===== config.mk =====
export PLATFORM = sky130hd
export DESIGN_NAME = pressure_climb_rate_filter_top
export DESIGN_NICKNAME = d
export VERILOG_FILES = /design/src/rtl/pcrf_pkg.sv /design/src/rtl/pcrf_top.sv /design/src/rtl/pcrf_regs.sv /design/src/rtl/pcrf_mul.sv
export SDC_FILE = /design/constraint.sdc
export NUM_CORES = 2
export LEC_CHECK = 0
export ABC_AREA = 0
export CAP_MARGIN = 5
export CELL_PAD_IN_SITES_DETAIL_PLACEMENT = 0
export CELL_PAD_IN_SITES_GLOBAL_PLACEMENT = 1
export CORE_UTILIZATION = 40
export DETAILED_ROUTE_END_ITERATION = 10
export DONT_BUFFER_PORTS = 1
export GPL_ROUTABILITY_DRIVEN = 1
export GPL_TIMING_DRIVEN = 0
export PLACE_DENSITY_LB_ADDON = 0.1
export SETUP_SLACK_MARGIN = 0.5
export SLEW_MARGIN = 5
export SYNTH_ARGS = -nofsm -noshare
export SYNTH_HDL_FRONTEND = slang
export SYNTH_SLANG_ARGS = --single-unit

===== constraint.sdc =====
create_clock -name clk -period 8.1 [get_ports clk]
set_input_delay 0.81 -clock clk [delete_from_list [all_inputs] [get_ports clk]]
set_output_delay 0.81 -clock clk [all_outputs]
set_load 0.02 [all_outputs]

===== src/rtl/pcrf_pkg.sv =====
// Package for the pressure climb rate filter.
// Holds fixed-point constants, register indexes, reset values, the coefficient
// struct and the shift/saturate helpers. Depends on nothing.
`default_nettype none

package pcrf_pkg;

	localparam int COEF_FRAC_BITS = 22;
	localparam int RATE_FRAC_BITS = 16;

	// Scaling of gain * diff into a Q16.16 rate: one of the two shifts is zero.
	localparam int RATE_SHR = (COEF_FRAC_BITS >= RATE_FRAC_BITS) ?
		(COEF_FRAC_BITS - RATE_FRAC_BITS) : 0;
	localparam int RATE_SHL = (RATE_FRAC_BITS > COEF_FRAC_BITS) ?
		(RATE_FRAC_BITS - COEF_FRAC_BITS) : 0;

	localparam int GAIN_W  = 23;
	localparam int COEF_W  = 24;
	localparam int PRESS_W = 17;
	localparam int DIFF_W  = PRESS_W + 1;
	localparam int RATE_W  = 32;
	localparam int PROD_W  = COEF_W + RATE_W;
	localparam int ACC_W   = PROD_W + 4;
	localparam int IDX_W   = 3;

	// Configuration register indexes.
	localparam logic [IDX_W-1:0] REG_GAIN = 3'd0;
	localparam logic [IDX_W-1:0] REG_FF0  = 3'd1;
	localparam logic [IDX_W-1:0] REG_FF1  = 3'd2;
	localparam logic [IDX_W-1:0] REG_FF2  = 3'd3;
	localparam logic [IDX_W-1:0] REG_FB1  = 3'd4;
	localparam logic [IDX_W-1:0] REG_FB2  = 3'd5;

	localparam logic [GAIN_W-1:0]        GAIN_RST = 23'd3711773;
	localparam logic signed [COEF_W-1:0] FF0_RST  = 24'sd84236;
	localparam logic signed [COEF_W-1:0] FF1_RST  = 24'sd168471;
	localparam logic signed [COEF_W-1:0] FF2_RST  = 24'sd84236;
	localparam logic signed [COEF_W-1:0] FB1_RST  = -24'sd6547384;
	localparam logic signed [COEF_W-1:0] FB2_RST  = 24'sd2690023;

	localparam logic signed [63:0] SAT_MAX = 64'sd2147483647;
	localparam logic signed [63:0] SAT_MIN = -64'sd2147483648;

	typedef struct packed {
		logic [GAIN_W-1:0]        gain;
		logic signed [COEF_W-1:0] ff0;
		logic signed [COEF_W-1:0] ff1;
		logic signed [COEF_W-1:0] ff2;
		logic signed [COEF_W-1:0] fb1;
		logic signed [COEF_W-1:0] fb2;
	} pcrf_coef_t;

	// Clamp a wide signed value to signed 32 bits.
	function automatic logic signed [RATE_W-1:0] sat32(input logic signed [63:0] v);
		logic signed [RATE_W-1:0] r;
		if (v > SAT_MAX)
			r = SAT_MAX[RATE_W-1:0];
		else if (v < SAT_MIN)
			r = SAT_MIN[RATE_W-1:0];
		else
			r = v[RATE_W-1:0];
		return r;
	endfunction

	// Turn gain * pressure difference into a saturated Q16.16 raw rate.
	// The arithmetic right shift is a floor, as required.
	function automatic logic signed [RATE_W-1:0] rate_scale(
		input logic signed [PROD_W-1:0] p);
		logic signed [63:0] w;
		w = {{(64-PROD_W){p[PROD_W-1]}}, p};
		w = (w >>> RATE_SHR) <<< RATE_SHL;
		return sat32(w);
	endfunction

	// Drop the coefficient fraction bits of the accumulator and saturate.
	function automatic logic signed [RATE_W-1:0] acc_scale(
		input logic signed [ACC_W-1:0] a);
		logic signed [63:0] w;
		w = {{(64-ACC_W){a[ACC_W-1]}}, a};
		w = w >>> COEF_FRAC_BITS;
		return sat32(w);
	endfunction

endpackage

`default_nettype wire


===== src/rtl/pcrf_top.sv =====
// An accepted pressure request goes through nine sequencer steps on the shared
// multiplier and one output load before m_tvalid; m_tready can stall the load.
// The single shared multiplier does six products per sample. s_tready is low
// while a sample is being worked, so a new request waits for the last one.
// Reset (arst_n low, asynchronous): registers return to their defaults, the
// filter history clears and the next sample only primes the previous pressure.
`default_nettype none

module pressure_climb_rate_filter_top import pcrf_pkg::*; (
	input  wire logic               clk,
	input  wire logic               arst_n,
	// Pressure requests.
	input  wire logic               s_tvalid,
	output logic                    s_tready,
	input  wire logic [23:0]        s_tdata,   // [16:0] pressure_pa, rest zero
	// Filtered climb rate results.
	output logic                    m_tvalid,
	input  wire logic               m_tready,
	output logic [31:0]             m_tdata,   // [31:0] climb_rate
	// Configuration writes.
	input  wire logic               cfg_valid,
	output logic                    cfg_ready,
	input  wire logic [IDX_W-1:0]   cfg_index,
	input  wire logic [COEF_W-1:0]  cfg_data
);

	// Sequencer states.
	localparam logic [1:0] ST_IDLE = 2'd0;
	localparam logic [1:0] ST_RUN  = 2'd1;
	localparam logic [1:0] ST_DONE = 2'd2;

	// Steps within ST_RUN. The multiplier result of one step is accumulated
	// in the next one.
	localparam logic [3:0] STEP_GAIN = 4'd0;  // gain * diff
	localparam logic [3:0] STEP_X0   = 4'd1;  // scale raw rate, clear accumulator
	localparam logic [3:0] STEP_FF0  = 4'd2;
	localparam logic [3:0] STEP_FF1  = 4'd3;
	localparam logic [3:0] STEP_FF2  = 4'd4;
	localparam logic [3:0] STEP_FB1  = 4'd5;
	localparam logic [3:0] STEP_FB2  = 4'd6;
	localparam logic [3:0] STEP_TAIL = 4'd7;  // accumulate last product
	localparam logic [3:0] STEP_END  = 4'd8;

	pcrf_coef_t coef;

	logic [1:0]                state_q;
	logic [3:0]                step_q;
	logic                      first_q;
	logic [PRESS_W-1:0]        prev_q;
	logic signed [DIFF_W-1:0]  diff_q;
	logic signed [RATE_W-1:0]  x0_q;
	logic signed [RATE_W-1:0]  in_hist0_q, in_hist1_q;
	logic signed [RATE_W-1:0]  out_hist0_q, out_hist1_q;
	logic signed [ACC_W-1:0]   acc_q;
	logic                      m_valid_q;
	logic [RATE_W-1:0]         m_data_q;

	logic signed [COEF_W-1:0]  mul_a;
	logic signed [RATE_W-1:0]  mul_b;
	logic signed [PROD_W-1:0]  prod;
	logic signed [ACC_W-1:0]   prod_ext;
	logic signed [RATE_W-1:0]  y0;
	logic [PRESS_W-1:0]        press_in;
	logic                      in_fire;
	logic                      out_free;
	logic                      out_load;

	assign cfg_ready = 1'b1;

	pcrf_regs u_regs (
		.clk      (clk),
		.arst_n   (arst_n),
		.wr_en    (cfg_valid),
		.wr_index (cfg_index),
		.wr_data  (cfg_data),
		.coef     (coef)
	);

	// Operand selection for the shared multiplier.
	always_comb begin
		mul_a = '0;
		mul_b = '0;
		case (step_q)
			STEP_GAIN: begin
				mul_a = COEF_W'(coef.gain);
				mul_b = RATE_W'(diff_q);
			end
			STEP_FF0: begin
				mul_a = coef.ff0;
				mul_b = x0_q;
			end
			STEP_FF1: begin
				mul_a = coef.ff1;
				mul_b = in_hist0_q;
			end
			STEP_FF2: begin
				mul_a = coef.ff2;
				mul_b = in_hist1_q;
			end
			STEP_FB1: begin
				mul_a = coef.fb1;
				mul_b = out_hist0_q;
			end
			STEP_FB2: begin
				mul_a = coef.fb2;
				mul_b = out_hist1_q;
			end
			default: ;
		endcase
	end

	pcrf_mul u_mul (
		.clk (clk),
		.en  (state_q == ST_RUN),
		.a   (mul_a),
		.b   (mul_b),
		.p   (prod)
	);

	assign prod_ext = {{(ACC_W-PROD_W){prod[PROD_W-1]}}, prod};
	assign y0       = acc_scale(acc_q);
	assign press_in = s_tdata[PRESS_W-1:0];
	assign s_tready = (state_q == ST_IDLE);
	assign in_fire  = s_tvalid && s_tready;
	assign out_free = !m_valid_q || m_tready;
	// The finished result moves into the output register in this cycle.
	assign out_load = (state_q == ST_DONE) && out_free;

	always_ff @(posedge clk or negedge arst_n) begin
		if (!arst_n) begin
			state_q     <= ST_IDLE;
			step_q      <= STEP_GAIN;
			first_q     <= 1'b1;
			prev_q      <= '0;
			diff_q      <= '0;
			x0_q        <= '0;
			acc_q       <= '0;
			in_hist0_q  <= '0;
			in_hist1_q  <= '0;
			out_hist0_q <= '0;
			out_hist1_q <= '0;
			m_valid_q   <= 1'b0;
			m_data_q    <= '0;
		end else begin
			if (out_load)
				m_valid_q <= 1'b1;
			else if (m_tready)
				m_valid_q <= 1'b0;

			case (state_q)
				ST_IDLE: begin
					if (in_fire) begin
						prev_q <= press_in;
						// The first sample after reset only primes the previous pressure.
						if (first_q) begin
							first_q <= 1'b0;
						end else begin
							diff_q  <= signed'({1'b0, prev_q}) - signed'({1'b0, press_in});
							step_q  <= STEP_GAIN;
							state_q <= ST_RUN;
						end
					end
				end
				ST_RUN: begin
					case (step_q)
						STEP_X0: begin
							x0_q  <= rate_scale(prod);
							acc_q <= '0;
						end
						STEP_FF1, STEP_FF2, STEP_FB1: acc_q <= acc_q + prod_ext;
						STEP_FB2, STEP_TAIL:          acc_q <= acc_q - prod_ext;
						default: ;
					endcase
					if (step_q == STEP_END)
						state_q <= ST_DONE;
					else
						step_q <= step_q + 4'd1;
				end
				ST_DONE: begin
					// Hold the finished result until the output register is free.
					if (out_free) begin
						m_data_q    <= y0;
						in_hist1_q  <= in_hist0_q;
						in_hist0_q  <= x0_q;
						out_hist1_q <= out_hist0_q;
						out_hist0_q <= y0;
						state_q     <= ST_IDLE;
					end
				end
				default: state_q <= ST_IDLE;
			endcase
		end
	end

	assign m_tvalid = m_valid_q;
	assign m_tdata  = m_data_q;

endmodule

`default_nettype wire


===== src/rtl/pcrf_regs.sv =====
// Configuration register file for the climb rate filter: gain and biquad
// coefficients. Depends on pcrf_pkg.
`default_nettype none

module pcrf_regs import pcrf_pkg::*; (
	input  wire logic               clk,
	input  wire logic               arst_n,
	input  wire logic               wr_en,
	input  wire logic [IDX_W-1:0]   wr_index,
	input  wire logic [COEF_W-1:0]  wr_data,
	output pcrf_coef_t              coef
);

	pcrf_coef_t coef_q;

	// Indexes past the last register are ignored.
	always_ff @(posedge clk or negedge arst_n) begin
		if (!arst_n) begin
			coef_q.gain <= GAIN_RST;
			coef_q.ff0  <= FF0_RST;
			coef_q.ff1  <= FF1_RST;
			coef_q.ff2  <= FF2_RST;
			coef_q.fb1  <= FB1_RST;
			coef_q.fb2  <= FB2_RST;
		end else if (wr_en) begin
			case (wr_index)
				REG_GAIN: coef_q.gain <= wr_data[GAIN_W-1:0];
				REG_FF0:  coef_q.ff0  <= wr_data;
				REG_FF1:  coef_q.ff1  <= wr_data;
				REG_FF2:  coef_q.ff2  <= wr_data;
				REG_FB1:  coef_q.fb1  <= wr_data;
				REG_FB2:  coef_q.fb2  <= wr_data;
				default:  ;
			endcase
		end
	end

	assign coef = coef_q;

endmodule

`default_nettype wire


===== src/rtl/pcrf_mul.sv =====
// Shared signed multiplier with a registered product, used for the gain
// product and all five filter taps. Depends on pcrf_pkg.
`default_nettype none

module pcrf_mul import pcrf_pkg::*; (
	input  wire logic                      clk,
	input  wire logic                      en,
	input  wire logic signed [COEF_W-1:0]  a,
	input  wire logic signed [RATE_W-1:0]  b,
	output logic signed [PROD_W-1:0]       p
);

	logic signed [PROD_W-1:0] p_q;

	always_ff @(posedge clk) begin
		if (en)
			p_q <= PROD_W'(a) * PROD_W'(b);
	end

	assign p = p_q;

endmodule

`default_nettype wire


Word-level counts from Yosys, hierarchy flattened
Cells that the tools add are included.

word-level totals
  register bits = 462
  input port bits = 56
  output and inout port bits = 35
  word-level logic and storage cells = 92

cells by class
  add/sub/neg operators = 4
  multipliers = 1
  magnitude comparators = 4
  equal/unequal tests = 20
  muxes and demuxes = 18
  bitwise logic cells = 1
  reduce and logical (&&, ||, !) cells = 25

operator list
  cell                  count
  $pmux 32 s6           1
  $pmux 60 s3           1
  $pmux 24 s6           1
  $mux 32               4
  $add 60x56->60        1
  $sub 60x56->60        1
  $mul 24x32->56        1
  $gt 50x32->1 const B  1
  $lt 50x32->1 const B  1
  $gt 38x32->1 const B  1
  $lt 38x32->1 const B  1
  $reduce_and 2->1      10
  $sub 17x17->18        1
  $eq 4x3->1 const B    4
  $mux 4                3
  $eq 4x2->1 const B    2
  $mux 2                4
  $ne 2x2->1 const B    4
  $pmux 4 s2            1
  $reduce_and 4->1      2
  $eq 3x2->1 const B    2
  $eq 3x3->1 const B    2
  $pmux 2 s3            1
  $add 4x1->4 const B   1
  other kinds (19)      22

Longest topological paths before layout
  depth in word-level cells = 4
  mapped depth = 37
  depth with buffers taken out = 33

By module
A second synthesis with hierarchy kept.

unflattened totals
  cell total of the unflattened synthesis = 5285
  area total of the unflattened synthesis = 51494.4 um2

by module, submodules not included
  module                          instances  cells an instance  area an instance (um2)  seq. area each (um2)
  pcrf_mul                        1          3043               28802.6                 1681.6
  pressure_climb_rate_filter_top  1          1935               17143.9                 6582.6
  pcrf_regs                       1          307                5547.8                  3642.2

Worst setup path before layout
Ideal clock, no wire load.

  kind = register to register
  start point = register step_q[0]
  end point = register u_mul.p_q[36], in the netlist u_mul.p[36], data pin
  library setup time = 0.265 ns
  arrival = 8.724 ns
  data required time = 7.835 ns
  slack = -0.889 ns
  cell stages (with the launch flop) = 33
  buffers on the path = 2
  period minus slack after synthesis = 8.989 ns
  cell sequence = dfrtp_1 > inv_1 > ha_1 > and2_1 > clkbuf_1 > buf_1 > nand2_1 > nand2_1 > a221oi_1 > clkinv_1 > nand2_1 > fa_1 > fa_1 > inv_1 > fa_1 > fa_1 > fa_1 > fa_1 > inv_1 > fa_1 > inv_1 > ha_1 > a21o_1 > a21o_1 > a21oi_1 > o2111ai_1 > o2bb2ai_1 > o21ai_1 > a31o_2 > a21o_1 > a2111o_1 > and3_1 > or3_1

between the ends
  word-level cells in the longest chain between the ends = 3
  elaborated cells on any way between the ends = 9
  classes of those cells = 1 x mul; 5 x eq/ne; 2 x mux; 1 x reduce/logical

ends and longest elaborated chain
  what                                        RTL line         RTL
  from (decl)                                 pcrf_top.sv:47   logic [3:0] step_q;
  from (signal assigned)                      pcrf_top.sv:177  step_q <= step_q + 4'd1;
  $eq 4x3->1 (tied with other cells)          pcrf_top.sv:83   case (step_q)
  $pmux 24 s6 or $pmux 32 s6 (tied branches)  pcrf_top.sv:83
  $mul 24x32->56 (*)                          pcrf_mul.sv:17   p_q <= PROD_W'(a) * PROD_W'(b);
  to (signal assigned)                        pcrf_mul.sv:17
  to (decl)                                   pcrf_mul.sv:13   logic signed [PROD_W-1:0] p_q;

Every way passes the cells marked *; elsewhere a longest branch is shown, timed or not.
A chain may end at the register's enable or synchronous reset.

Final worst setup path
  start point = register step_q[0]
  end point = register u_mul.p_q[52], in the netlist u_mul.p[52], data pin

The elaborated chain is that of the path after synthesis.

==> flow_summary.ini <==
[flow_run]
cap_violations = 0

[logic_synthesis]
synth_edf_count = 56
synth_ff_type = dfrtp_1
async_flop_share_pct = 87.9
yosys_warnings = 0
ys_types = 79
synthCells = 5269
synth_seq_cells = 462
yosysTopAreaCell = fa_1
syn_area_per_cell_um2 = 9.57
synth.area.top_cells = fa_1 31%, dfrtp_1 18%, inv_1 6.8%, ha_1 5.7%, mux2_2 5.7%
netlist_area_um2 = 50400
synth_nets = 6341
synth.top_cell.area_share_pct = 31.2
yosysSeqAreaShare_pct = 23.6

[sta]
hold_viol_final = 106
period_needed_ps = 9190
max_clock_freq_ghz = 0.109
clock-skew-final_ps = 45.9
min_period_over_period_pct = 113
finalSetupViolCount = 27
fin_ws_ps = -1090
slew_headroom_pct = 6.26
whs_ps = -127
slew_violations = 0
rsz0062_at_grt = true
tightest_slew_ps = 1410

[finish]
layout.cells.non_filler = 7306
nNetsFinal = 6694
syn_to_final_growth_pct = 22.7
fin_area_um2 = 61800
layout_common_cells = 876 x inv_1, 754 x fa_1, 631 x nand2_1
layout_commonest_cell = inv_1
drive_gt1_share_pct = 22.9

[setup_path]
endpoint_kind = flip-flop
cp_slowest_stage_delay_ps = 530
critPathMaxFanout = 6
critPathMostFrequentCell = fa_1
crit_type = flip-flop to flip-flop
slowest_stage = fa_1
start_kind = flip-flop
crit_required_ps = 8340
cp.arrival_ps = 9430

[clock_tree]
clock-sinks = 462
htreeDepth = 2
path_clk_slew_ps = 70
cts_root_buffer = clkbuf_16
numCtsBuffers = 51
cts_buffer_depth = 3
clk_latency_ps = 660
cts_tree = built

[grt]
grt_pass1_vias = 40743
gr-total-overflow = 0
grt_max_degree = 407
antenna_found_initial = 8
gr-usage-all-layers_pct = 31.0
grt_pass1_wl_mm = 285

[floorplan]
ios = 91
die_area_um2 = 127000
die_h_um = 357
die_w_um = 357
rows = 129
initial_core_util_pct = 40.6
core-area_um2 = 124000

[min_path]
hold_class = input port to async pin

[placement]
dpl_cell_area_um2 = 53700
numPortBuffers = 0
gp_congestion = 0.935
dp.cells = 6912
hpwlAfterDp_mm = 151

[route]
wl_mm = 197
vias = 40005
antenna_left = 0
dr.pass1.iters = 5
viasPerCell = 5.48
drc = 0
drt_iter0_markers = 3335
wire_per_inst_um = 27.0

[run_status]
status = finished, violations left
violations = hold timing, setup timing
==> final timing paths <==
kind	startpoint	to	slack, ps	cells after the start
worst max-delay path	step_q[0]	u_mul.p[52]	-1090	32
worst min-delay path	arst_n	prev_q[11]	-130	0
worst max register to register	step_q[0]	u_mul.p[52]	-1090	32
worst min register to register	first_q	first_q	500	1
max in group asynchronous	arst_n	acc_q[7]	7080	0
min in group clk	s_tdata[1]	prev_q[1]	290	2
==> per-stage QoR <==
step | hold slack (ps) | worst slack, ps | setup TNS (ps) | utilization, %
after floorplan | 449 | 101 | 0 | -
after global placement | 478 | -2730 | -63320 | 43.2
after detailed placement | 482 | -2760 | -63570 | 43.2
after CTS | -172 | -1070 | -14390 | 47.7
after global routing | -157 | -1230 | -19800 | 49.8
final | -127 | -1090 | -15370 | 49.8
==> repair_timing <==
item,in CTS,in global routing
gates cloned,6,10
buffers inserted,130,148
resized for setup,483,346
pin swaps,69,135
endpoints found under the setup margin,45,41
endpoints found under the hold margin,354,325
==> area by class of cell <==
class | count | area (µm²)
Tap cell | 1637 | 2050
Sequential cell | 462 | 11900
Inverter | 919 | 3480
Multi-Input combinational cell | 3622 | 36500
Antenna cell | 5 | 12.5
Timing Repair Buffer | 300 | 2930
Fill cell | 11776 | 62400
Clock buffer | 75 | 1510
Clock inverter | 20 | 275
Buffer | 266 | 3180
==> flip-flops by register name, indices dropped and copies added (netlist names) <==
register	cells
m_tvalid	1
m_tdata	32
in_hist0_q	32
step_q	4
acc_q	60
u_mul.p	56
x0_q	32
in_hist1_q	32
u_regs.coef	143
prev_q	17
out_hist1_q	32
first_q	1
state_q	2
diff_q	18
==> routing by layer <==
metal / global-route usage [%] / part of all wire, % / routed length [µm]
met1: 43.7 / 43 / 85600
met2: 48.2 / 44 / 87300
met3: 4.64 / 7.1 / 14000
met4: 12.0 / 5.1 / 10100
met5: 0 / 0.0066 / 13
==> synthesized netlist by cell type (4+ instances only) <==
cell type	n
and2_1	60
nor3_1	34
o41ai_1	7
inv_1	918
a22oi_1	138
nor3b_1	5
o21bai_1	22
xnor2_1	86
a31oi_1	20
o2111ai_1	5
or4_1	15
mux2_2	256
o21ai_0	177
a221oi_1	16
a221o_1	16
a21oi_1	150
o31ai_1	24
and4_1	5
o21a_1	22
nor4_1	7
nand2_1	677
or3_1	14
and3_1	40
a211oi_1	10
edfxtp_1	56
nor2b_1	13
dfrtp_1	354
dfstp_2	52
nand4_1	21
ha_1	231
a31o_2	6
a21boi_0	7
a21o_1	65
xor2_1	79
buf_1	19
nand3_1	143
mux2i_1	4
nor2_1	380
nand2b_1	18
o211ai_1	10
clkbuf_1	245
fa_1	785
==> cells by family after synthesis <==
family / after synthesis / synth area share (%)
AOI/OAI and AO/OA: 728 / 9.43
and+or+nand+nor: 1451 / 12.5
xor gates and xnor gates: 165 / 2.87
adders and majority gates: 1016 / 36.9
muxes: 261 / 5.83
buffers and inverters: 1185 / 8.83
DFF: 462 / 23.6
other: 1 / 0.00744
==> critical path, delay by kind of cell, from the launching register on <==
kind | cells | cell delay [ps]
buf+inv | 9 | 1190
fa+ha+maj | 9 | 3890
flops | 1 | 490
compound gates | 7 | 1610
simple gates | 7 | 1540
Power is left out: the tool's default activity adds up to more than one toggle a clock period on the data nets, which glitch-free logic cannot reach.
